===== src/design/rmq_div.sv =====
// Pipelined restoring divider: an overflow check stage, then one quotient
// bit per register stage. Carries a sideband word and a valid bit; no package use.
`default_nettype none

module rmq_div #(
    parameter int NUM_W = 32,
    parameter int DEN_W = 17,
    parameter int QUO_W = 16,
    parameter int SB_W  = 1
) (
    input  wire logic             clk,
    input  wire logic             rst_n,
    input  wire logic             en,
    input  wire logic             valid_in,
    input  wire logic [NUM_W-1:0] num_in,
    input  wire logic [DEN_W-1:0] den_in,
    input  wire logic [SB_W-1:0]  sb_in,
    output logic                  valid_out,
    output logic [QUO_W-1:0]      quo_out,
    output logic                  ovf_out,
    output logic [SB_W-1:0]       sb_out
);

    localparam int HI_W = NUM_W - QUO_W;
    localparam int CW   = (HI_W > DEN_W) ? HI_W : DEN_W;

    logic [DEN_W-1:0] rem_reg [QUO_W+1];
    logic [QUO_W-1:0] low_reg [QUO_W+1];
    logic [QUO_W-1:0] quo_reg [QUO_W+1];
    logic [DEN_W-1:0] den_reg [QUO_W+1];
    logic             ovf_reg [QUO_W+1];
    logic [SB_W-1:0]  sb_reg  [QUO_W+1];
    logic             vld_reg [QUO_W+1];

    // The quotient fits in QUO_W bits exactly when the high numerator part
    // is below the divisor; that part is then the starting remainder.
    logic [CW-1:0] hi_x;
    logic [CW-1:0] den_x;

    assign hi_x  = CW'(num_in[NUM_W-1:QUO_W]);
    assign den_x = CW'(den_in);

    always_ff @(posedge clk)
    begin
        if (en)
        begin
            rem_reg[0] <= hi_x[DEN_W-1:0];
            low_reg[0] <= num_in[QUO_W-1:0];
            quo_reg[0] <= '0;
            den_reg[0] <= den_in;
            ovf_reg[0] <= (hi_x >= den_x);
            sb_reg[0]  <= sb_in;
        end
    end

    always_ff @(posedge clk or negedge rst_n)
    begin
        if (!rst_n)
        begin
            vld_reg[0] <= 1'b0;
        end
        else if (en)
        begin
            vld_reg[0] <= valid_in;
        end
    end

    for (genvar k = 1; k <= QUO_W; k++) begin : g_stage
        logic [DEN_W:0] rem_sh;
        logic [DEN_W:0] dif;
        logic           ge;

        // Shift in one numerator bit and subtract where the divisor fits.
        assign rem_sh = {rem_reg[k-1], low_reg[k-1][QUO_W-1]};
        assign dif    = rem_sh - {1'b0, den_reg[k-1]};
        assign ge     = (rem_sh >= {1'b0, den_reg[k-1]});

        always_ff @(posedge clk)
        begin
            if (en)
            begin
                rem_reg[k] <= ge ? dif[DEN_W-1:0] : rem_sh[DEN_W-1:0];
                low_reg[k] <= {low_reg[k-1][QUO_W-2:0], 1'b0};
                quo_reg[k] <= {quo_reg[k-1][QUO_W-2:0], ge};
                den_reg[k] <= den_reg[k-1];
                ovf_reg[k] <= ovf_reg[k-1];
                sb_reg[k]  <= sb_reg[k-1];
            end
        end

        always_ff @(posedge clk or negedge rst_n)
        begin
            if (!rst_n)
            begin
                vld_reg[k] <= 1'b0;
            end
            else if (en)
            begin
                vld_reg[k] <= vld_reg[k-1];
            end
        end
    end

    assign valid_out = vld_reg[QUO_W];
    assign quo_out   = quo_reg[QUO_W];
    assign ovf_out   = ovf_reg[QUO_W];
    assign sb_out    = sb_reg[QUO_W];

endmodule

`default_nettype wire


===== config.mk =====
export PLATFORM = sky130hd
export DESIGN_NAME = rmq_div
export DESIGN_NICKNAME = d
export VERILOG_FILES = /design/src/design/rmq_div.sv
export SDC_FILE = /design/constraint.sdc
export NUM_CORES = 1
export LEC_CHECK = 0
export ABC_CLOCK_PERIOD_IN_PS = 4000
export BUFFER_PORTS_ARGS = -buffer_cell sky130_fd_sc_hd__buf_4
export CAP_MARGIN = 5
export CELL_PAD_IN_SITES_DETAIL_PLACEMENT = 1
export CELL_PAD_IN_SITES_GLOBAL_PLACEMENT = 1
export CORE_ASPECT_RATIO = 0.6
export CORE_MARGIN = 2
export CORE_UTILIZATION = 53
export DETAILED_ROUTE_END_ITERATION = 7
export PLACE_DENSITY = 0.81
export SETUP_SLACK_MARGIN = 0.5
export SLEW_MARGIN = 10
export SYNTH_ARGS = -nofsm -noshare
export SYNTH_HDL_FRONTEND = slang
export SYNTH_SLANG_ARGS = --single-unit

===== constraint.sdc =====
create_clock -name clk -period 4 [get_ports clk]
set_input_delay 0.8 -clock clk [delete_from_list [all_inputs] [get_ports clk]]
set_output_delay 0.8 -clock clk [all_outputs]
set_load 0.1 [all_outputs]

# After elaboration in Yosys (flattened, before gate mapping)
# Memories as Yosys holds them, arrays and structs flattened.
# Cells that the tools add are included.
# totals
reg_bits,17
ram_bits,1156
in_bits,54
output_inout_bits,19
n_memories,6
# memory_table
memory,words,word_bits,rd,rd_clocked_by_memory_dff,write_ports,line_no,rtl
den_reg,17,17,16,0,17,30,logic [DEN_W-1:0] den_reg [QUO_W+1];
rem_reg,17,17,16,0,17,27,logic [DEN_W-1:0] rem_reg [QUO_W+1];
low_reg,17,16,16,0,17,28,logic [QUO_W-1:0] low_reg [QUO_W+1];
quo_reg,17,16,17,0,17,29,logic [QUO_W-1:0] quo_reg [QUO_W+1];
ovf_reg,17,1,17,0,17,31,logic ovf_reg [QUO_W+1];
sb_reg,17,1,17,0,17,32,logic [SB_W-1:0] sb_reg [QUO_W+1];
# classes
add_sub_neg,16
magnitude_cmp,17
mux,18
# ops
cell,n
$ge 18x17->1,16
$mux 17,16
$sub 17x17->17,16
$ge 16x17->1,1
$mux 1,2

# Depth between registers and ports, before layout
# Gate-level depths: netlist of run 1.
# An unclocked memory read counts as a cell.
# depth
word_depth,3
mapped_depth,14
depth_no_buf,12

# Worst setup path after synthesis of run 1
# OpenSTA, ideal clock, no wires.
# synth_path
path_kind,reg-to-reg
start,mem low_reg[3][15] (netlist: low_reg[0][63])
end,"mem rem_reg[4][8] (netlist: rem_reg[0][76]), data pin"
arrival_ns,3.037
path_slack_ns,0.703
stages_incl_launch_ff,14
n_path_buf,1
path_cell_list,edfxtp_1 -> inv_1 -> ha_1 -> inv_1 -> fa_1 -> a21oi_1 -> o22ai_1 -> o41ai_4 -> a21oi_2 -> nor3_2 -> nor2_1 -> a2111oi_4 -> buf_6 -> mux2_4
# synth_rtl
element,line_no
"start, declared",28
"end, declared",27

==> results of run 1 <==
## power by group
part / internal, uW / leakage [uW] / switching [uW]
combinational: 7340 / 0.00925 / 8800
sequential: 12700 / 0.00850 / 1210
clock: 4240 / 0.00127 / 3450
## timing repair
action                                 4_1_cts  5_1_grt
setup buffers                               19       24
gates cloned                                 3       10
hold buffers                                 1        0
gates resized for setup                     46       83
setup endpoints to repair                  217      204
endpoints found under the hold margin       17        0
pin swaps                                   22       27
## per-layer routing
| layer | part of all wire, % | wire length, um |
|---|---|---|
| met5 | 0.013 | 13 |
| met4 | 1.4 | 1471 |
| met3 | 8.6 | 8858 |
| met2 | 41 | 42220 |
| met1 | 49 | 51030 |
## cells by family after synthesis
logic type	synth area share, %
compound gates	10.35
xor+xnor	4.307
fa+ha+maj	9.273
buf+inv	3.674
flops	61.57
mux	5.178
simple gates	5.644
## final cells by class
cell class	instances	area (um^2)	share of cell area (%)
Clock buffer	89	2057	4.279
Sequential cell	866	25920	53.92
Multi-Input combinational cell	1880	15090	31.39
Clock inverter	59	516.7	1.075
Timing Repair Buffer	178	1814	3.774
Inverter	360	1351	2.811
Antenna cell	1	2.502	0.005206
Tap cell	1053	1318	2.741
## through the flow
step                      util, %  setup WS, ps  total power [uW]
after global placement      56.79         284.0             27050
after CTS                   60.62         464.8             36520
after floorplan                 -         702.7             23730
final                       61.56         447.4             37730
after global routing        61.55         381.9             39680
after detailed placement    56.79         160.0             28050
## critical path, stage by stage (launching register included)
cell       delay (ps)
edfxtp_1          380
inv_2             100
ha_4              130
inv_2              40
fa_2              380
a21o_1            190
a21oi_2           190
nor2_2             80
o31ai_4           220
buf_6             160
and2_4            170
a211oi_4           60
or4_4             670
clkbuf_16         230
mux2_2            270
## synth_stat cells (30+ instances only)
library cell | n | share of area, %
a21o_1 | 74 | 1.3
ha_1 | 288 | 8.6
o21bai_1 | 43 | 0.77
edfxtp_1 | 849 | 61
nand2_1 | 142 | 1.3
nor3_1 | 43 | 0.51
inv_1 | 360 | 3.2
a21oi_1 | 202 | 2.4
nor2_1 | 140 | 1.2
mux2_2 | 174 | 4.7
o21ai_0 | 157 | 1.9
xor2_1 | 72 | 1.5
xnor2_1 | 135 | 2.8
a211oi_1 | 30 | 0.54
nand4_1 | 44 | 0.65
## worst paths after layout
path	startpoint	to	slack, ps	cells past startpoint
min in group asynchronous	rst_n	vld_reg[8]	530	2
hold reg to reg	low_reg[0][122]	low_reg[0][139]	410	0
hold / removal	num_in[12]	low_reg[0][12]	290	1
setup / recovery	low_reg[0][223]	rem_reg[0][253]	450	14
max in group asynchronous	rst_n	vld_reg[5]	3290	2
setup reg to reg	low_reg[0][223]	rem_reg[0][253]	450	14
==> results.md, run 1 <==
- Via/cell ratio: 5.857
- Standard cell core area: 78090 um^2
- Post-detailed-routing wire length: 103.6 mm
- CTS tree: yes
- Setup repair after global routing missed its margin: true
- #FFs+latches synth: 866
- Number of design rule violations left after detail routing: 0
- Fin area: 48070 um^2
- Part of the cycle the worst path needs: 88.81%
- Worst-case hold slack: 292.7 ps
- Die Span X: 367.8 um
- Post-route minimum period: 3553 ps
- Synth Area per Inst: 13.39 um^2
- Share of synthesized area occupied by flip-flops and latches: 61.57%
- Number of nets in the synthesized netlist: 3502
- Post-layout nets: 3724
- First-pass iteration count of the detailed router: 6
- WP data required: 4420 ps
- Global-route wire length before repair: 157.4 mm
- Count of max-cap constraint violations: 0
- Leading cell type in the layout, fill and taps excluded: edfxtp_1
- Synthesized netlist cell count: 3145
- Layer with the highest usage after global routing: met1
- Clk slew on worst S/H paths: 60 ps
- Post-route insts no fill: 4486
- Clock latency reported for the late side of the worst-skew pair: 680 ps
- Met3 track demand over resource in global routing: 6.366%
- Data arrival at the endpoint of the critical path: 3970 ps
- Layout cell share with drive strength beyond 1: 16.46%
- Power Dens Cells: 784.8 nW/um^2
- Initial antenna violation count: 1
- Post-DRT Antenna Nets: 0
- Vias in the first global route: 27050
- Input/output buffers: 72
- Most used cells in the layout excluding fill and tap cells: 849 x edfxtp_1, 356 x inv_1, 285 x ha_1
- Met2 track demand over resource: 34.37%
- Predominant post-synthesis flop cell: edfxtp_1
- Fmax achieved: 0.2815 GHz
- Clock Skews: 27.84 ps
- Total clock buffers created by CTS: 81
- CTS Buffer Depth: 3
- Count of clock tree sinks: 866
- Slew of the pin with the lowest slew margin: 973.2 ps
- Total overflow reported by the global router: 0
- Grt met1 use: 39.08%
- Number of warnings reported in the yosys synthesis log: 0
- Maximum ir drop on the vdd rail: 0.0003609 V
- Outcome: finished, final reports clean
- Static leakage: 0.01901 uW
- Library cell used as clock root buffer: clkbuf_16
- Final Setup Violations: 0
- Largest net degree at the start of global routing: 117
- Relative slew slack: 33.44%
- Final routed wire length divided by cell count: 23.09 um
- Cell variety after synth: 72
- Die Ht: 222.3 um
- Worst hold path class: in2reg
- Crit path capture type: flip-flop
- Flip-flop count of the largest register, all copies and words added: 272
- Max Transition Viols Final: 0
- Endpoints failing hold: 0
- Launching element type of the critical path: flip-flop
- Total Negative Setup Slacks: 0 ps
- Weighted congestion reported at the end of routability-driven placement: 0.9104
- Initial DRC Count: 2475
- Area of the die: 81770 um^2
- Share of flip-flops with an asynchronous set or reset: 1.963%
- H-tree depth: 3
- Startpoint-to-endpoint class of the critical path: reg2reg
- Number of vias after detailed routing: 26270
- Initial standard-cell utilization of the core: 53.91%
- I/O pins: 73
- HPWL Detailed: 72.18 mm
- Post-place instance area: 44350 um^2
- Total global-route track usage: 24.73%
- FP Rows: 79
- Number of enable-type register cells in the synthesized netlist: 849
- Relative area change from synthesis to final layout: 14.19%
- Cell area after technology mapping: 42100 um^2
- Peak fanout along the critical path: 5
- Placed Instances: 4280
- Filler Cell Count: 7511
Power figures use the tool's default switching activity.
==> run 2, diff against run 1 <==
MAX_ROUTING_LAYER = met4   (was not set)
==> run 2 against run 1 <==
Compared with the run above: final cell count is 0.71% higher; sequential share of layout area is 0.53 points lower; worst hold slack worse by 1.8 ps; critical path depth stayed put; power is 2.1% higher; flip-flop and latch count stayed put; clock power is 5.5% higher; setup slack worse by 64 ps; global-route usage is 1.4 points higher; design area is 0.98% higher; first-iteration DRC count is 6.3% higher; highest routed layer is now met4.
==> results.md, run 2 (synthesized netlist as in run 1, its figures left out) <==
- Outcome: finished, final reports clean
- FP Rows: 79 (unchanged)
- Vias in the first global route: 27180 (+0.48%)
- Max Transition Viols Final: 0 (unchanged)
- Library cell used as clock root buffer: clkbuf_16
- Standard cell core area: 78090 um^2 (unchanged)
- Sum of internal, switching and leakage power: 38500 uW (+2.1%)
- Maximum ir drop on the vdd rail: 0.0003813 V (+5.7%)
- Worst-case hold slack: 291.0 ps (-1.777 ps)
- Part of the cycle the worst path needs: 90.41% (+1.6 points)
- Initial DRC Count: 2630 (+6.3%)
- Final Setup Violations: 0 (unchanged)
- Filler Cell Count: 7444 (-0.89%)
- Global-route wire length before repair: 160.5 mm (+1.9%)
- Flip-flop count of the largest register, all copies and words added: 272 (unchanged)
- H-tree depth: 3 (unchanged)
- CTS tree: yes
- Die Span X: 367.8 um (unchanged)
- Total Negative Setup Slacks: 0 ps (unchanged)
- Worst hold path class: in2reg
- Post-layout nets: 3753 (+0.78%)
- Initial antenna violation count: 3 (+2)
- Die Ht: 222.3 um (unchanged)
- Post-DRT Antenna Nets: 0 (unchanged)
- WP data required: 4440 ps (+20 ps)
- Data arrival at the endpoint of the critical path: 4050 ps (+80 ps)
- Post-route insts no fill: 4518 (+0.71%)
- Area of the die: 81770 um^2 (unchanged)
- Leading cell type in the layout, fill and taps excluded: edfxtp_1
- Launching element type of the critical path: flip-flop
- I/O pins: 73 (unchanged)
- Endpoints failing hold: 0 (unchanged)
- Static leakage: 0.01923 uW (+1.1%)
- CTS Buffer Depth: 3 (unchanged)
- Crit path capture type: flip-flop
- Startpoint-to-endpoint class of the critical path: reg2reg
- Largest net degree at the start of global routing: 88 (-25%)
- Placed Instances: 4283 (+0.070%)
- Slowest Stage Delay on Critical Path: 480 ps (-190 ps)
- Fin area: 48540 um^2 (+0.98%)
- First-pass iteration count of the detailed router: 5 (-1)
- Peak fanout along the critical path: 4 (-1)
- Most used cells in the layout excluding fill and tap cells: 849 x edfxtp_1, 350 x inv_1, 282 x ha_1
- Count of clock tree sinks: 866 (unchanged)
- Number of vias after detailed routing: 26540 (+1.0%)
- Initial standard-cell utilization of the core: 53.91% (unchanged)
- Layout cell share with drive strength beyond 1: 17.64% (+1.2 points)
- HPWL Detailed: 73.11 mm (+1.3%)
- Input/output buffers: 72 (unchanged)
- Weighted congestion reported at the end of routability-driven placement: 0.9104 (unchanged)
- Count of max-cap constraint violations: 0 (unchanged)
- Post-detailed-routing wire length: 106.5 mm (+2.8%)
- Relative area change from synthesis to final layout: 15.31%
- Via/cell ratio: 5.875 (+0.31%)
- Total global-route track usage: 26.08% (+1.4 points)
- Critical path, cell by cell: ha_2 > inv_2 > fa_2 > a211oi_4 > o21ai_2 > a21oi_2 > buf_4 > o31a_1 > o21ai_2 > a21o_1 > a31oi_4 > buf_6 > clkbuf_16 > mux2_4
- Setup repair after global routing missed its margin: true
- Final routed wire length divided by cell count: 23.58 um (+2.1%)
- Clock Skews: 23.85 ps (-3.995 ps)
- Post-route minimum period: 3616 ps (+63.74 ps)
- Most numerous cell on the critical path: o21ai_2
- Relative slew slack: 22.32% (-11 points)
- Total overflow reported by the global router: 0 (unchanged)
- Number of design rule violations left after detail routing: 0 (unchanged)
- Clk slew on worst S/H paths: 70 ps (about the same)
- Power Dens Cells: 793.2 nW/um^2 (+1.1%)
- Fmax achieved: 0.2765 GHz (-1.8%)
- Total clock buffers created by CTS: 81 (unchanged)
- Slowest cell on the critical path: edfxtp_1
- Clock latency reported for the late side of the worst-skew pair: 690 ps (about the same)
- Post-place instance area: 44430 um^2 (+0.19%)
- Slew of the pin with the lowest slew margin: 1153 ps (+179.8 ps)
[run 2: cell type report]
cell class | count | area, um^2 | area share [%]
Sequential cell | 866 | 25920 | 53.40
Multi-Input combinational cell | 1880 | 15110 | 31.13
Timing Repair Buffer | 207 | 2086 | 4.297
Clock buffer | 93 | 2072 | 4.268
Inverter | 360 | 1351 | 2.784
Tap cell | 1053 | 1318 | 2.714
Clock inverter | 57 | 679.4 | 1.400
Antenna cell | 2 | 5.005 | 0.01031
[run 2: routing by layer]
metal	vias up	part of all wire, %	global-route usage, %
li1	12140	-	-
met1	13330	49	39.83
met2	950	41	35.37
met3	123	8.8	6.271
met4	0	1.4	4.898
met5	-	0	-
[run 2: what timing repair did]
action | CTS | global route
hold endpoints to repair | 17 | 0
gates cloned | 5 | 9
buffers inserted | 37 | 31
gates resized for setup | 52 | 99
endpoints found under the setup margin | 199 | 215
pin swaps | 22 | 33
hold buffers | 1 | 0
[run 2: worst max-delay path, delay by kind of cell, from the launching register on]
family | cells | cell delay (ps)
multiplexers | 1 | 300
flip-flops | 1 | 480
buffers and inverters | 4 | 530
adder cells (fa/ha/maj) | 2 | 620
AO/OA/AOI/OAI | 7 | 1420
[run 2: worst paths after layout]
| kind | end | slack, ps | cells past startpoint | startpoint |
|---|---|---|---|---|
| max | rem_reg[0][149] | 380 | 14 | den_reg[0][119] |
| min | low_reg[0][12] | 290 | 1 | num_in[12] |
| max reg2reg | rem_reg[0][149] | 380 | 14 | den_reg[0][119] |
| min reg2reg | low_reg[0][41] | 410 | 0 | low_reg[0][24] |
| max in group asynchronous | vld_reg[10] | 3300 | 2 | rst_n |
| min in group asynchronous | vld_reg[4] | 520 | 2 | rst_n |
[run 2: power by group]
part	switching [uW]	total, uW	internal (uW)
logic	8980	16500	7520
clock network	3560	8110	4550
registers	1220	13900	12700
total	13800	38500	24700
[run 2: through the flow]
| stage | utilization, % | worst slack [ps] |
|---|---|---|
| finish | 62.16 | 383.7 |
| global route | 62.16 | 243.2 |
| CTS | 61.18 | 395.6 |
| detailed placement | 56.90 | -0.3229 |
| global placement | 56.90 | 138.8 |
| floorplan | - | 702.7 |
==> run 3, diff against run 2 <==
CTS_BUF_LIST = sky130_fd_sc_hd__clkbuf_16   (was not set)
==> run 3 against run 2 <==
Compared with the run above: first-iteration DRC count is 1.1% higher; count of clock-buffer cells in the layout is 12 lower; final cell count unchanged; flip-flop and latch count unchanged; via count shrank 0.15%; critical endpoint unchanged; largest power group unchanged; highest routed layer unchanged.
==> results.md, run 3 (synthesized netlist as in run 1, its figures left out) <==
- Part of the total power dissipated in the clock network: 21.0% (about the same)
- Crit path capture type: flip-flop
- Post-detailed-routing wire length: 106.5 mm (about the same)
- Clock latency reported for the late side of the worst-skew pair: 690 ps (about the same)
- Part of the cycle the worst path needs: 90.98% (+0.57 points)
- Relative slew slack: 20.65% (-1.7 points)
- Flip-flop count of the largest register, all copies and words added: 272 (unchanged)
- Die Span X: 367.8 um (unchanged)
- Launching element type of the critical path: flip-flop
- Post-route insts no fill: 4518 (unchanged)
- Switch Pwr: 13760 uW (about the same)
- Reg2Reg Capture Point: rem_reg[0][149]
- Placed Instances: 4283 (unchanged)
- Internal power: 24720 uW (-0.12%)
- Input/output buffers: 72 (unchanged)
- Count of clock tree sinks: 866 (unchanged)
- Endpoints failing hold: 0 (unchanged)
- Area of the die: 81770 um^2 (unchanged)
- Library cell used as clock root buffer: clkbuf_16
- Final Setup Violations: 0 (unchanged)
- Post-route minimum period: 3639 ps (+22.87 ps)
- Switching Share: 35.76% (about the same)
- FP Rows: 79 (unchanged)
- CTS tree: yes
- Capturing element of the worst setup path: rem_reg[0][149]
- Sequential cell area: 25920 um^2 (unchanged)
- First-pass iteration count of the detailed router: 5 (unchanged)
- Post-DRT Antenna Nets: 0 (unchanged)
- Data arrival at the endpoint of the critical path: 4080 ps (+30 ps)
- Worst-case register-to-register setup slack: 360 ps (-20 ps)
- Standard cell core area: 78090 um^2 (unchanged)
- Die Ht: 222.3 um (unchanged)
- Initial antenna violation count: 3 (unchanged)
- Count of max-cap constraint violations: 0 (unchanged)
- Reg2Reg Launch Point: den_reg[0][119]
- Initial standard-cell utilization of the core: 53.91% (unchanged)
- Slew of the pin with the lowest slew margin: 1178 ps (+24.79 ps)
- Fmax achieved: 0.2748 GHz (-0.63%)
- Post-place instance area: 44430 um^2 (unchanged)
- Total clock buffers created by CTS: 81 (unchanged)
- Via/cell ratio: 5.866 (-0.15%)
- Fin area: 48540 um^2 (unchanged)
- Number of vias after detailed routing: 26500 (-0.15%)
- Vias in the first global route: 27180 (-0.011%)
- Comb power frac: 42.9% (about the same)
- Number of cells on the worst hold path: 1 (unchanged)
- Clock Skews: 25.40 ps (+1.549 ps)
- Most used cells in the layout excluding fill and tap cells: 849 x edfxtp_1, 362 x inv_1, 282 x ha_1
- Setup slack at placement: -0.3229 ps (unchanged)
- Max Transition Viols Final: 0 (unchanged)
- Relative area change from synthesis to final layout: 15.31% (unchanged)
- Outcome: finished, final reports clean
- Worst hold path class: in2reg
- Depth of the worst register-to-register path: 14 (unchanged)
- Initial DRC Count: 2659 (+1.1%)
- HPWL Detailed: 73.11 mm (unchanged)
- Worst-case hold slack: 288.7 ps (-2.295 ps)
- Multi-input gate area: 15110 um^2 (unchanged)
- Layout cell share with drive strength beyond 1: 17.64% (unchanged)
- Clk slew on worst S/H paths: 70 ps (about the same)
- Leading cell type in the layout, fill and taps excluded: edfxtp_1
- Largest net degree at the start of global routing: 88 (unchanged)
- Post-layout nets: 3753 (unchanged)
- WP data required: 4440 ps (about the same)
- Maximum ir drop on the vdd rail: 0.0003796 V (-0.44%)
- Fin worst setup slack: 360.8 ps (-22.87 ps)
- Final routed wire length divided by cell count: 23.57 um (about the same)
- Peak fanout along the critical path: 4 (unchanged)
- Part of the total power dissipated in sequential elements: 36.1% (about the same)
- Total overflow reported by the global router: 0 (unchanged)
- Power Dens Cells: 792.6 nW/um^2 (about the same)
- Critical path launch point: den_reg[0][119]
- Global-route wire length before repair: 160.5 mm (unchanged)
- Weighted congestion reported at the end of routability-driven placement: 0.9104 (unchanged)
- Filler Cell Count: 7444 (unchanged)
- Number of design rule violations left after detail routing: 0 (unchanged)
- Startpoint-to-endpoint class of the critical path: reg2reg
- Static leakage: 0.01928 uW (+0.26%)
- H-tree depth: 3 (unchanged)
- CTS Buffer Depth: 3 (unchanged)
- Setup repair after global routing missed its margin: true
- Total global-route track usage: 26.08% (unchanged)
- I/O pins: 73 (unchanged)
## run 3: what timing repair did
item	in CTS	in global routing
hold buffers	1	0
endpoints found under the hold margin	17	0
cloned	5	9
buffers inserted	37	31
endpoints found under the setup margin	199	215
resized for setup	52	99
pin swaps	22	33
## run 3: final cells by class
cell class / instances / share of cell area (%)
inverters: 360 / 2.784
clock inverters: 69 / 1.492
clock buffers: 81 / 4.176
flip-flops and latches: 866 / 53.40
multi-input cells: 1880 / 31.13
repair buffers: 207 / 4.297
well taps: 1053 / 2.714
diodes: 2 / 0.01031
## run 3: metal layers
layer	track usage (%)	share of wire (%)
met1	39.83	49
met5	-	0
met3	6.271	8.7
met2	35.37	41
met4	4.898	1.4
## run 3: power groups by stage
| stage | Combinational, uW | Clock (uW) | Sequential, uW |
|---|---|---|---|
| 2_1_floorplan | 10200 | 0 | 13500 |
| 3_3_place_gp | 13200 | 0 | 13900 |
| 3_5_place_dp | 14100 | 0 | 14000 |
| 4_1_cts | 15100 | 8250 | 13900 |
| 5_1_grt | 17700 | 8560 | 14100 |
| 6_report | 16500 | 8080 | 13900 |
## run 3: how the worst min path moves through the flow
stage	from	to	slack, ps
2_1_floorplan	low_reg[0][85]	low_reg[0][102]	400
3_3_place_gp	low_reg[0][76]	low_reg[0][93]	400
3_5_place_dp	low_reg[0][92]	low_reg[0][109]	410
4_1_cts	num_in[12]	low_reg[0][12]	240
5_1_grt	num_in[5]	low_reg[0][5]	250
6_report	num_in[12]	low_reg[0][12]	290
## run 3: worst max-delay path: stages, from the launching register on
cell and delay [ps]:
edfxtp_1 480, ha_2 240, inv_2 40, fa_2 380, a211oi_4 300, o21ai_2 120, a21oi_2 140, buf_4 120
o31a_1 390, o21ai_2 90, a21o_1 200, a31oi_4 200, buf_6 180, clkbuf_16 190, mux2_4 300
## run 3: per-stage QoR
stage	util, %	total power [uW]	TNS (ps)
floorplan	-	23730	0
global placement	56.90	27090	0
detailed placement	56.90	28090	-0.3229
CTS	61.18	37230	0
global route	62.16	40350	0
finish	62.16	38470	0
