**src/design/rmq_isqrt.sv**
```systemverilog
// Pipelined integer square root, one result bit per register stage.
// Carries a sideband word and a valid bit alongside; no package dependency.
`default_nettype none

module rmq_isqrt #(
    parameter int VAL_W = 32,
    parameter int SB_W  = 8,
    localparam int ROOT_W = (VAL_W + 1) / 2
) (
    input  wire logic              clk,
    input  wire logic              rst_n,
    input  wire logic              en,
    input  wire logic              valid_in,
    input  wire logic [VAL_W-1:0]  val_in,
    input  wire logic [SB_W-1:0]   sb_in,
    output logic                   valid_out,
    output logic [ROOT_W-1:0]      root_out,
    output logic [SB_W-1:0]        sb_out
);

    localparam int PAD_W = 2 * ROOT_W;

    logic [ROOT_W+1:0] rem_reg  [ROOT_W];
    logic [ROOT_W-1:0] root_reg [ROOT_W];
    logic [PAD_W-1:0]  val_reg  [ROOT_W];
    logic [SB_W-1:0]   sb_reg   [ROOT_W];
    logic              vld_reg  [ROOT_W];

    logic [PAD_W-1:0] val_pad;

    assign val_pad = PAD_W'(val_in);

    for (genvar k = 0; k < ROOT_W; k++) begin : g_stage
        logic [ROOT_W+1:0] rem_cur;
        logic [ROOT_W-1:0] root_cur;
        logic [PAD_W-1:0]  val_cur;
        logic [SB_W-1:0]   sb_cur;
        logic              vld_cur;
        logic [ROOT_W+1:0] rem_sh;
        logic [ROOT_W+1:0] trial;
        logic              ge;

        if (k == 0) begin : g_first
            assign rem_cur  = '0;
            assign root_cur = '0;
            assign val_cur  = val_pad;
            assign sb_cur   = sb_in;
            assign vld_cur  = valid_in;
        end else begin : g_next
            assign rem_cur  = rem_reg[k-1];
            assign root_cur = root_reg[k-1];
            assign val_cur  = val_reg[k-1];
            assign sb_cur   = sb_reg[k-1];
            assign vld_cur  = vld_reg[k-1];
        end

        // Bring down the next two bits and try the next root bit.
        assign rem_sh = {rem_cur[ROOT_W-1:0], val_cur[PAD_W-1 -: 2]};
        assign trial  = {root_cur, 2'b01};
        assign ge     = (rem_sh >= trial);

        always_ff @(posedge clk)
        begin
            if (en)
            begin
                rem_reg[k]  <= ge ? (rem_sh - trial) : rem_sh;
                root_reg[k] <= {root_cur[ROOT_W-2:0], ge};
                val_reg[k]  <= {val_cur[PAD_W-3:0], 2'b00};
                sb_reg[k]   <= sb_cur;
            end
        end

        always_ff @(posedge clk or negedge rst_n)
        begin
            if (!rst_n)
            begin
                vld_reg[k] <= 1'b0;
            end
            else if (en)
            begin
                vld_reg[k] <= vld_cur;
            end
        end
    end

    assign valid_out = vld_reg[ROOT_W-1];
    assign root_out  = root_reg[ROOT_W-1];
    assign sb_out    = sb_reg[ROOT_W-1];

endmodule

`default_nettype wire

```
**config.mk**
```make
export PLATFORM = sky130hd
export DESIGN_NAME = rmq_isqrt
export DESIGN_NICKNAME = d
export VERILOG_FILES = /design/src/design/rmq_isqrt.sv
export SDC_FILE = /design/constraint.sdc
export NUM_CORES = 1
export LEC_CHECK = 0
export BUFFER_PORTS_ARGS = -buffer_cell sky130_fd_sc_hd__buf_2
export CAP_MARGIN = 20
export CORE_MARGIN = 5
export CORE_UTILIZATION = 50
export DETAILED_ROUTE_END_ITERATION = 6
export PLACE_DENSITY = 0.77
export SYNTH_ARGS = -nofsm -noshare
export SYNTH_HDL_FRONTEND = slang
export SYNTH_SLANG_ARGS = --single-unit
```
**constraint.sdc**
```tcl
create_clock -name clk -period 2.7 [get_ports clk]
set_input_delay 0.135 -clock clk [delete_from_list [all_inputs] [get_ports clk]]
set_output_delay 0.135 -clock clk [all_outputs]
set_load 0.05 [all_outputs]
```
# == After elaboration in Yosys (flattened, before gate mapping) ==
# Memories as Yosys holds them, arrays and structs flattened.
# Cells that the tools add are included.
# word_totals
reg_bits,16
ramBits,1152
inputBits,44
elab_cells,70
mem_count,4
# classes
n_addsub,16
magnitude_cmp,16
mux,18
# mem_list
name,words,width,rd,rd_clocked_by_memory_dff,write_ports,line_no,text
val_reg,16,30,15,0,16,25,logic [PAD_W-1:0] val_reg [ROOT_W];
rem_reg,16,18,15,0,16,23,logic [ROOT_W+1:0] rem_reg [ROOT_W];
root_reg,16,16,16,0,16,24,logic [ROOT_W-1:0] root_reg [ROOT_W];
sb_reg,16,8,16,0,16,26,logic [SB_W-1:0] sb_reg [ROOT_W];
# op_table
cell,count
2-to-1 mux 18 bit,16
greater-or-equal comparator 18 bit,15
subtractor 18 bit,15
"subtractor 2 x 1 -> 3 bit, second input constant",1
"greater-or-equal comparator 2 x 1 -> 1 bit, second input constant",1
2-to-1 mux 1 bit,2

# == Longest topological paths before layout ==
# Gate-level depths: netlist (run 1).
# An unclocked memory read counts as a cell.
# logic_depth
word_depth,3
mapped_depth,13

# == Worst setup path before layout (run 1) ==
# No wires, ideal clock.
# synth_timing
kind,reg2reg
from,mem rem_reg[1][90] (netlist name)
to,"mem rem_reg[1][117] (netlist name), data pin"
setup_ps,260
arrival_time_ps,2427
required_ps,2440
setup_slack_ps,13
stages_incl_launch_ff,10
period_less_slack_ps,2687
cell_sequence,edfxtp_1 -> ha_1 -> a21o_1 -> a21oi_1 -> o21ai_0 -> a31oi_1 -> nand2_1 -> o21ai_2 -> buf_4 -> mux2_2
# synth_lines
element,line_no
"start, declared",23

==> impl_table.tex, run 1 <==
\begin{tabular}{lr}
\hline
Metric & Value \\
\hline
\multicolumn{2}{l}{\textbf{Layout}} \\
\quad Area used by multi-input combinational logic & 8710 µm² \\
\quad Area occupied by registers & approximately 22000 µm² \\
\quad ANT cells & 0 \\
\quad Largest register FFs & 240 \\
\quad Final cell count without fillers & 3340 \\
\quad Growth of design area from synthesis to finish & 17.2\% \\
\quad Proportion of layout cells with a drive suffix above 1 & 0.163 \\
\quad Final Net Count & about 2600 \\
\quad Layout fillers & roughly 4600 \\
\multicolumn{2}{l}{\textbf{GRT}} \\
\quad Vias in the first global route & between 15000 and 20000 \\
\quad Congestion Overflow GR & 0 \\
\quad First-pass GRT wire length & $\sim$86000 µm \\
\quad Pin count of the biggest net entering global routing & 99 \\
\quad Initial antenna violation count & 0 \\
\quad Combined global-route utilization of all metal layers & 0.153 \\
\multicolumn{2}{l}{\textbf{Yosys}} \\
\quad Yosys warning total & 0 \\
\quad Syn Nets & approximately 2300 \\
\quad Most frequent cells after synthesis & sky130\_fd\_sc\_hd\_\_edfxtp\_1, sky130\_fd\_sc\_hd\_\_inv\_1, sky130\_fd\_sc\_hd\_\_ha\_1 \\
\quad Post-synthesis register bit count & about 740 \\
\quad Most frequent cell after synthesis & sky130\_fd\_sc\_hd\_\_edfxtp\_1 \\
\quad Post-synthesis mux area share & 0.0206 \\
\quad Largest family of logic cells by synthesized area & simple AND/OR/NAND/NOR gates \\
\quad Share of the synthesized area in compound gates (AO/OA/AOI/OAI) & 0.0682 \\
\quad Prevailing post-synth register cell & sky130\_fd\_sc\_hd\_\_edfxtp\_1 \\
\quad Synth async-reset ratio & 0.0215 \\
\quad Cell accounting for the most synthesized area & sky130\_fd\_sc\_hd\_\_edfxtp\_1 \\
\quad Top cells by area, synth & sky130\_fd\_sc\_hd\_\_edfxtp\_1, sky130\_fd\_sc\_hd\_\_ha\_1, sky130\_fd\_sc\_hd\_\_xnor2\_1, sky130\_fd\_sc\_hd\_\_xor2\_1, sky130\_fd\_sc\_hd\_\_inv\_1 \\
\quad Fraction of the mapped netlist area in simple logic gates & 0.0740 \\
\quad Fraction of the mapped netlist area in adder cells & 0.0603 \\
\quad Number of instances in the synthesized netlist & between 2000 and 2500 \\
\quad Count of flip-flops with a built-in enable after synthesis & roughly 730 \\
\quad Netlist area before placement & 31500 µm² \\
\quad Synth Area in XOR/XNOR & 0.0453 \\
\quad Post-synthesis area per instance & roughly 15 µm² \\
\quad Seq/Total Area, Yosys & 0.706 \\
\quad Area share of the largest cell type after synthesis & 0.694 \\
\quad Synth unique cells & just under 70 \\
\multicolumn{2}{l}{\textbf{Clock network}} \\
\quad Master cell of the clock root buffer & sky130\_fd\_sc\_hd\_\_clkbuf\_16 \\
\quad Buffers from clock root to sink, at most & 3 \\
\quad CTS Buf Count & 76 \\
\quad H-tree Lvls & 3 \\
\quad Clock transition time at the flip-flop clock pins of the worst setup and hold paths & around 60 ps \\
\quad Number of clock sinks & 744 \\
\quad CTS tree & yes \\
\quad Insertion delay of the later-clocked pin in the worst-skew pair & 620 ps \\
\multicolumn{2}{l}{\textbf{Critical path}} \\
\quad Category of the worst setup path capture point & flip-flop \\
\quad CP startpoint kind & flip-flop \\
\quad Largest fanout on the critical path & 9 \\
\quad Crit Reg-Reg Endpoint & rem\_reg[1][74]\$\_DFFE\_PP\_ \\
\quad Cells on worst reg2reg path & 10 \\
\quad WP data arrival & roughly 3000 ps \\
\quad Termination of the worst setup path & rem\_reg[1][74]\$\_DFFE\_PP\_ \\
\quad Critical path's largest stage delay & about 410 ps \\
\quad Critical Path Source & rem\_reg[1][54]\$\_DFFE\_PP\_ \\
\quad Chain of cells forming the critical path & ha\_1 > nor2b\_1 > o31a\_1 > o31ai\_1 > o21ai\_2 > a21oi\_2 > buf\_4 > a21oi\_4 > buf\_12 > mux2\_2 \\
\quad Source of the worst register-to-register timing path & rem\_reg[1][54]\$\_DFFE\_PP\_ \\
\quad R2R setup slack & 40 ps \\
\quad Start-to-end type of the worst setup path & reg2reg \\
\quad CP max stage cell & sky130\_fd\_sc\_hd\_\_edfxtp\_1 \\
\quad CP Data Required Time & a little over 3000 ps \\
\multicolumn{2}{l}{\textbf{Placed design}} \\
\quad Count of buffers from port buffering & a little under 70 \\
\quad HPWL reported at the end of detailed placement & 34900 µm \\
\quad Routability Congestion & about 0.86 \\
\quad Placed insts & 3143 \\
\multicolumn{2}{l}{\textbf{Timing}} \\
\quad Maximum clock frequency & around 380 MHz \\
\quad Setup-violating endpoint count in the final report & 0 \\
\quad Post-route minimum period & $\sim$2700 ps \\
\quad Max-slew violation count & 0 \\
\quad Unrepaired setup endpoints after global routing & true \\
\quad Period utilisation layout & 0.983 \\
\quad Final worst clock skew & just over 20 ps \\
\quad Number of hold violations in the final report & 0 \\
\quad Rel. slew slack & 0.529 \\
\quad Min Hold Slack & between 200 and 250 ps \\
\quad Transition at the pin with the smallest max-transition slack & 704 ps \\
\quad Setup Total Neg Slack & 0 ps \\
\multicolumn{2}{l}{\textbf{Floorplanning}} \\
\quad Die height & 261 µm \\
\quad Core Region & roughly 63000 µm² \\
\quad Number of top-level pins & 69 \\
\quad Number of placement rows & 92 \\
\quad Effective utilization at floorplan & 0.502 \\
\quad Die Area & 68200 µm² \\
\quad Floorplan die width & roughly 260 µm \\
\multicolumn{2}{l}{\textbf{Detailed routing}} \\
\quad Routed vias & 17400 \\
\quad Detailed-routing iteration count for the pre-antenna-repair pass & 7 \\
\quad DRC Markers & 0 \\
\quad Routed metal-1 wirelength & about 21000 µm \\
\quad Detailed-route wire length & about 53000 µm \\
\quad Via count normalized by instance count & approximately 5.2 \\
\quad Number of nets with antenna violations after detailed routing & 0 \\
\quad Met2 Wirelength & around 27000 µm \\
\quad DR WL/cell & approximately 16 µm \\
\quad Routed wl met3 & 2210 µm \\
\quad Highest Signal Layer & met4 \\
\quad Number of DRC markers in iteration 0 & between 1000 and 1500 \\
\multicolumn{2}{l}{\textbf{Power and ir drop}} \\
\quad Cell Pwr Density & 802 nW/µm² \\
\quad Maximum VDD drop & $\sim$0.58 mV \\
\quad Leak & approximately 14 nW \\
\multicolumn{2}{l}{\textbf{Run status}} \\
\quad Result of the run & finished clean \\
\multicolumn{2}{l}{\textbf{Job}} \\
\quad Total of max-cap violations & 0 \\
\multicolumn{2}{l}{\textbf{Worst hold path}} \\
\quad Worst min path class & in2reg \\
\hline
\end{tabular}
-- power by group --
| group | switching [mW] | internal [mW] |
|---|---|---|
| logic | 2.51 | 2.25 |
| registers | 0.646 | 14.3 |
| clock network | 4.22 | 5.72 |
-- layout by cell type (no fill, tap or decap), types with 7 or more instances in the layout --
cell / n
sky130_fd_sc_hd__a21o_1: 46
sky130_fd_sc_hd__a21oi_1: 110
sky130_fd_sc_hd__and2_1: 10
sky130_fd_sc_hd__and3_1: 8
sky130_fd_sc_hd__buf_12: 14
sky130_fd_sc_hd__buf_2: 67
sky130_fd_sc_hd__buf_4: 106
sky130_fd_sc_hd__clkbuf_1: 13
sky130_fd_sc_hd__clkbuf_16: 77
sky130_fd_sc_hd__clkinv_1: 17
sky130_fd_sc_hd__clkinv_2: 18
sky130_fd_sc_hd__dfrtp_1: 16
sky130_fd_sc_hd__dlygate4sd3_1: 45
sky130_fd_sc_hd__edfxtp_1: 728
sky130_fd_sc_hd__ha_1: 147
sky130_fd_sc_hd__inv_1: 179
sky130_fd_sc_hd__mux2_2: 52
sky130_fd_sc_hd__nand2_1: 104
sky130_fd_sc_hd__nand2b_1: 16
sky130_fd_sc_hd__nand3_1: 29
sky130_fd_sc_hd__nand4_1: 15
sky130_fd_sc_hd__nor2_1: 150
sky130_fd_sc_hd__nor2b_1: 20
sky130_fd_sc_hd__nor3_1: 44
sky130_fd_sc_hd__nor4_1: 8
sky130_fd_sc_hd__o21a_1: 36
sky130_fd_sc_hd__o21ai_0: 75
sky130_fd_sc_hd__o21ai_1: 9
sky130_fd_sc_hd__o31ai_1: 7
sky130_fd_sc_hd__or2_2: 9
sky130_fd_sc_hd__or3_1: 21
sky130_fd_sc_hd__xnor2_1: 83
sky130_fd_sc_hd__xor2_1: 80
-- worst max-delay path, delay by kind of cell (launching register included) --
family	cells	cell delay, ps
AO/OA/AOI/OAI	5	930
flip-flops	1	410
adder cells (fa/ha/maj)	1	330
buffers and inverters	2	330
multiplexers	1	270
AND/OR/NAND/NOR	1	140
-- kinds of logic after synthesis --
logic type / count (synthesis)
flops: 744
simple gates: 476
mux: 58
other cells: 1
xor+xnor: 163
buf+inv: 205
compound gates: 348
fa+ha+maj: 152
-- worst min path at each step --
stage	start	cells past startpoint	slack, ps	endpoint
2_1_floorplan	rst_n	0	-160	g_stage[10].vld_cur$_DFFE_PN0P_
3_3_place_gp	rst_n	1	50	valid_out$_DFFE_PN0P_
3_5_place_dp	rst_n	1	60	g_stage[15].vld_cur$_DFFE_PN0P_
4_1_cts	val_in[20]	2	190	val_reg[0][20]$_DFFE_PP_
5_1_grt	sb_in[6]	2	210	sb_reg[0][6]$_DFFE_PP_
6_report	sb_in[6]	2	240	sb_reg[0][6]$_DFFE_PP_
-- layer usage --
metal / global-route usage / vias up
li1: - / 8514
met1: 0.185 / 8411
met2: 0.275 / 390
met3: 0.0282 / 114
met4: 0.0604 / 0
met5: 0 / -
-- what timing repair did --
action | in CTS | in global routing
cloned | 1 | 0
setup buffers | 1 | 15
endpoints found under the setup margin | 34 | 111
gates resized for setup | 13 | 43
endpoints found under the hold margin | 60 | 0
hold buffers | 45 | 0
pin swaps | 1 | 18
-- through the flow --
step | setup WS, ps | instance area [µm²] | power (mW) | utilization
finish | 45.0 | 37000 | 29.6 | 0.589
global route | -101 | 37000 | 31.1 | 0.589
CTS | 4.28 | 36600 | 29.8 | 0.584
detailed placement | -346 | 33800 | 19.7 | 0.538
global placement | -247 | 33800 | 19.4 | 0.538
floorplan | 13.1 | 31500 | 18.1 | -
-- cell type report --
cell class / instances / area share
clock buffer: 90 / 0.0535
clock inverter: 45 / 0.0101
inverter: 182 / 0.0185
multi-input combinational: 1199 / 0.236
sequential: 744 / 0.602
tap: 846 / 0.0286
timing repair buffer: 234 / 0.0511
(Power assumes the default switching activity.)
==> inputs of run 2 (changes only) <==
--- a/config.mk
+++ b/config.mk
@@ -5,6 +5,7 @@
 export SDC_FILE = /design/constraint.sdc
 export NUM_CORES = 1
 export LEC_CHECK = 0
+export ABC_AREA = 1
 export BUFFER_PORTS_ARGS = -buffer_cell sky130_fd_sc_hd__buf_2
 export CAP_MARGIN = 20
 export CORE_MARGIN = 5
==> run 2 against run 1 <==
Effect of this change: largest power group unchanged; synthesized cell count grew 62%; final area up 9.5%; final cell count increased by 40%; clock power grew 11%; sequential cell count did not move; register-to-register slack improved by 180 ps.
==> impl_table.tex, run 2 <==
\begin{tabular}{lr}
\hline
Metric & Value \\
\hline
\multicolumn{2}{l}{\textbf{Timing}} \\
\quad Min Hold Slack & roughly 230 ps \\
\quad Post-route minimum period & approximately 2500 ps \\
\quad Transition at the pin with the smallest max-transition slack & just over 700 ps \\
\quad Rel. slew slack & 0.524 \\
\quad Setup Total Neg Slack & 0 ps \\
\quad Worst path setup slack after routing & 227 ps \\
\quad Max-slew violation count & 0 \\
\quad Maximum clock frequency & about 400 MHz \\
\quad Number of hold violations in the final report & 0 \\
\quad Unrepaired setup endpoints after global routing & false \\
\quad Period utilisation layout & 0.916 \\
\quad Setup-violating endpoint count in the final report & 0 \\
\quad Final worst clock skew & approximately 23 ps \\
\multicolumn{2}{l}{\textbf{Yosys}} \\
\quad Post-synthesis area per instance & 10.3 µm² \\
\quad Most frequent cell after synthesis & sky130\_fd\_sc\_hd\_\_nand2\_1 \\
\quad Syn Nets & around 3700 \\
\quad Top cells by area, synth & sky130\_fd\_sc\_hd\_\_edfxtp\_1, sky130\_fd\_sc\_hd\_\_nand2\_1, sky130\_fd\_sc\_hd\_\_inv\_1, sky130\_fd\_sc\_hd\_\_ha\_1, sky130\_fd\_sc\_hd\_\_nand3\_1 \\
\quad Cell accounting for the most synthesized area & sky130\_fd\_sc\_hd\_\_edfxtp\_1 \\
\quad Prevailing post-synth register cell & sky130\_fd\_sc\_hd\_\_edfxtp\_1 \\
\quad Seq/Total Area, Yosys & 0.623 \\
\quad Most frequent cells after synthesis & sky130\_fd\_sc\_hd\_\_nand2\_1, sky130\_fd\_sc\_hd\_\_edfxtp\_1, sky130\_fd\_sc\_hd\_\_inv\_1 \\
\quad Netlist area before placement & approximately 36000 µm² \\
\quad Number of instances in the synthesized netlist & around 3500 \\
\quad Synth unique cells & 48 \\
\quad Count of flip-flops with a built-in enable after synthesis & between 700 and 800 \\
\quad Yosys warning total & 0 \\
\quad Post-synthesis register bit count & between 700 and 800 \\
\quad Area share of the largest cell type after synthesis & 0.612 \\
\quad Synth async-reset ratio & 0.0215 \\
\multicolumn{2}{l}{\textbf{Floorplanning}} \\
\quad Floorplan die width & 277 µm \\
\quad Number of placement rows & 98 \\
\quad Effective utilization at floorplan & 0.502 \\
\quad Number of top-level pins & between 60 and 70 \\
\quad Die height & 277 µm \\
\quad Core Region & approximately 70000 µm² \\
\quad Die Area & between 70000 and 80000 µm² \\
\multicolumn{2}{l}{\textbf{GRT}} \\
\quad Combined global-route utilization of all metal layers & 0.180 \\
\quad Pin count of the biggest net entering global routing & approximately 110 \\
\quad Initial antenna violation count & 0 \\
\quad Congestion Overflow GR & 0 \\
\quad Vias in the first global route & 22500 \\
\quad First-pass GRT wire length & 114000 µm \\
\multicolumn{2}{l}{\textbf{Placed design}} \\
\quad Area post-placement & approximately 37000 µm² \\
\quad Placed insts & approximately 4500 \\
\quad Placement Setup Slack & 241 ps \\
\quad Count of buffers from port buffering & around 70 \\
\quad HPWL reported at the end of detailed placement & about 50000 µm \\
\quad Routability Congestion & 0.915 \\
\multicolumn{2}{l}{\textbf{Critical path}} \\
\quad Critical Path Source & root\_reg[3][16]\$\_DFFE\_PP\_ \\
\quad CP Data Required Time & 3160 ps \\
\quad WP data arrival & roughly 3000 ps \\
\quad Termination of the worst setup path & rem\_reg[1][2]\$\_DFFE\_PP\_ \\
\quad Source of the worst register-to-register timing path & root\_reg[3][16]\$\_DFFE\_PP\_ \\
\quad Largest fanout on the critical path & 14 \\
\quad Cells on worst reg2reg path & 11 \\
\quad Category of the worst setup path capture point & flip-flop \\
\quad R2R setup slack & between 200 and 250 ps \\
\quad Start-to-end type of the worst setup path & reg2reg \\
\quad CP startpoint kind & flip-flop \\
\quad Crit Reg-Reg Endpoint & rem\_reg[1][2]\$\_DFFE\_PP\_ \\
\multicolumn{2}{l}{\textbf{Clock network}} \\
\quad Clock transition time at the flip-flop clock pins of the worst setup and hold paths & around 60 ps \\
\quad Insertion delay of the later-clocked pin in the worst-skew pair & roughly 620 ps \\
\quad Number of clock sinks & $\sim$740 \\
\quad CTS tree & yes \\
\quad Number of setup buffers added after CTS & 0 \\
\quad H-tree Lvls & 3 \\
\quad Buffers from clock root to sink, at most & 3 \\
\quad Number of instances resized during post-cts repair & 0 \\
\quad Master cell of the clock root buffer & sky130\_fd\_sc\_hd\_\_clkbuf\_16 \\
\quad CTS Buf Count & between 70 and 80 \\
\multicolumn{2}{l}{\textbf{Power and ir drop}} \\
\quad Post-layout total power & 30.6 mW \\
\quad Leak & 17.9 nW \\
\quad Switching Share & 0.272 \\
\quad Psw & approximately 8.3 mW \\
\quad Share of power burned in combinational logic & 0.162 \\
\quad Cell Pwr Density & between 700 and 800 nW/µm² \\
\quad Reg power frac & 0.479 \\
\quad Clock group share of total power & 0.359 \\
\quad Maximum VDD drop & roughly 0.59 mV \\
\quad Internal power & 22.3 mW \\
\multicolumn{2}{l}{\textbf{Layout}} \\
\quad Layout fillers & 6000 \\
\quad Final cell count without fillers & 4687 \\
\quad Area used by multi-input combinational logic & approximately 11000 µm² \\
\quad Area occupied by registers & approximately 22000 µm² \\
\quad Proportion of layout cells with a drive suffix above 1 & 0.0864 \\
\quad Highest-count cells in the layout ignoring fill and taps & sky130\_fd\_sc\_hd\_\_nand2\_1, sky130\_fd\_sc\_hd\_\_edfxtp\_1, sky130\_fd\_sc\_hd\_\_inv\_1, sky130\_fd\_sc\_hd\_\_nor2\_1, sky130\_fd\_sc\_hd\_\_nand3\_1 \\
\quad ANT cells & 0 \\
\quad Design area & 40500 µm² \\
\quad Final core area utilization & 0.569 \\
\quad Largest register FFs & 240 \\
\quad Growth of design area from synthesis to finish & 13.3\% \\
\quad Most common cell after layout, fill and taps aside & sky130\_fd\_sc\_hd\_\_nand2\_1 \\
\quad Final Net Count & a little under 4000 \\
\multicolumn{2}{l}{\textbf{Detailed routing}} \\
\quad Detailed-routing iteration count for the pre-antenna-repair pass & 6 \\
\quad DRC Markers & 0 \\
\quad Detailed-route wire length & $\sim$70000 µm \\
\quad Via count normalized by instance count & 4.98 \\
\quad Number of DRC markers in iteration 0 & 1653 \\
\quad Routed vias & 23300 \\
\quad Number of nets with antenna violations after detailed routing & 0 \\
\quad DR WL/cell & about 15 µm \\
\multicolumn{2}{l}{\textbf{Worst hold path}} \\
\quad Worst min path class & in2reg \\
\multicolumn{2}{l}{\textbf{Run status}} \\
\quad Result of the run & finished clean \\
\multicolumn{2}{l}{\textbf{Job}} \\
\quad Total of max-cap violations & 0 \\
\hline
\end{tabular}
[run 2: cell count changes in the layout (fill, tap and decap cells not counted), moves of 28 or more]
cell	delta
sky130_fd_sc_hd__a21o_1	-44
sky130_fd_sc_hd__buf_4	-88
sky130_fd_sc_hd__inv_1	+409
sky130_fd_sc_hd__mux2_2	-50
sky130_fd_sc_hd__nand2_1	+948
sky130_fd_sc_hd__nand2_2	+28
sky130_fd_sc_hd__nand3_1	+168
sky130_fd_sc_hd__nand4_1	+35
sky130_fd_sc_hd__nor2_1	+66
sky130_fd_sc_hd__o21a_1	-34
sky130_fd_sc_hd__xnor2_1	-57
[run 2: logic make-up after synthesis]
family          after synthesis  synth area share
flops                       744             0.623
xor+xnor                     85            0.0208
buf+inv                     626            0.0698
other cells                   1          0.000105
compound gates              207            0.0338
mux                           2          0.000631
simple gates               1664             0.198
fa+ha+maj                   152            0.0532
[run 2: worst min path at each step]
stage,startpoint,end,slack (ps),cells past startpoint
floorplan,rst_n,g_stage[10].vld_cur$_DFFE_PN0P_,-160,0
finish,sb_in[1],sb_reg[0][1]$_DFFE_PP_,230,2
global route,sb_in[4],sb_reg[0][4]$_DFFE_PP_,210,2
detailed placement,rst_n,g_stage[7].vld_cur$_DFFE_PN0P_,70,1
global placement,rst_n,g_stage[6].vld_cur$_DFFE_PN0P_,60,1
CTS,val_in[28],val_reg[0][28]$_DFFE_PP_,180,2
[run 2: worst max-delay path: stages, from the launching register on]
cell and delay [ps]:
sky130_fd_sc_hd__edfxtp_1 410, sky130_fd_sc_hd__inv_1 70, sky130_fd_sc_hd__ha_1 350, sky130_fd_sc_hd__nand2_1 130, sky130_fd_sc_hd__nor2_2 40, sky130_fd_sc_hd__nor2_2 210, sky130_fd_sc_hd__o21bai_4 110, sky130_fd_sc_hd__nand2_2 100
sky130_fd_sc_hd__nand3_2 280, sky130_fd_sc_hd__inv_2 370, sky130_fd_sc_hd__nand2_1 110, sky130_fd_sc_hd__nand2_1 140
[run 2: layout make-up]
class                           count  area share
Sequential cell                   744       0.550
Multi-Input combinational cell   2111       0.271
Inverter                          600      0.0557
Clock buffer                       88      0.0497
Tap cell                          950      0.0294
Timing Repair Buffer              141      0.0281
Clock inverter                     53      0.0159
[run 2: metal layers]
| metal | share of wire | global-route usage | vias up |
|---|---|---|---|
| li1 | - | - | 11800 |
| met1 | 0.45 | 0.250 | 10900 |
| met2 | 0.48 | 0.299 | 550 |
| met3 | 0.056 | 0.0297 | 92 |
| met4 | 0.018 | 0.0457 | 0 |
| met5 | 0 | 0 | - |
[run 2: what timing repair did]
action	4_1_cts	5_1_grt
hold endpoints to repair	86	0
endpoints found under the setup margin	0	0
hold buffers	45	0
[run 2: power groups by stage]
stage / sequential (mW) / combinational [mW] / clock [mW]
floorplan: 14.7 / 3.49 / 0
global placement: 14.9 / 4.77 / 0
CTS: 14.7 / 4.93 / 11.3
global route: 14.8 / 5.64 / 11.8
detailed placement: 14.9 / 4.85 / 0
finish: 14.7 / 4.95 / 11.0
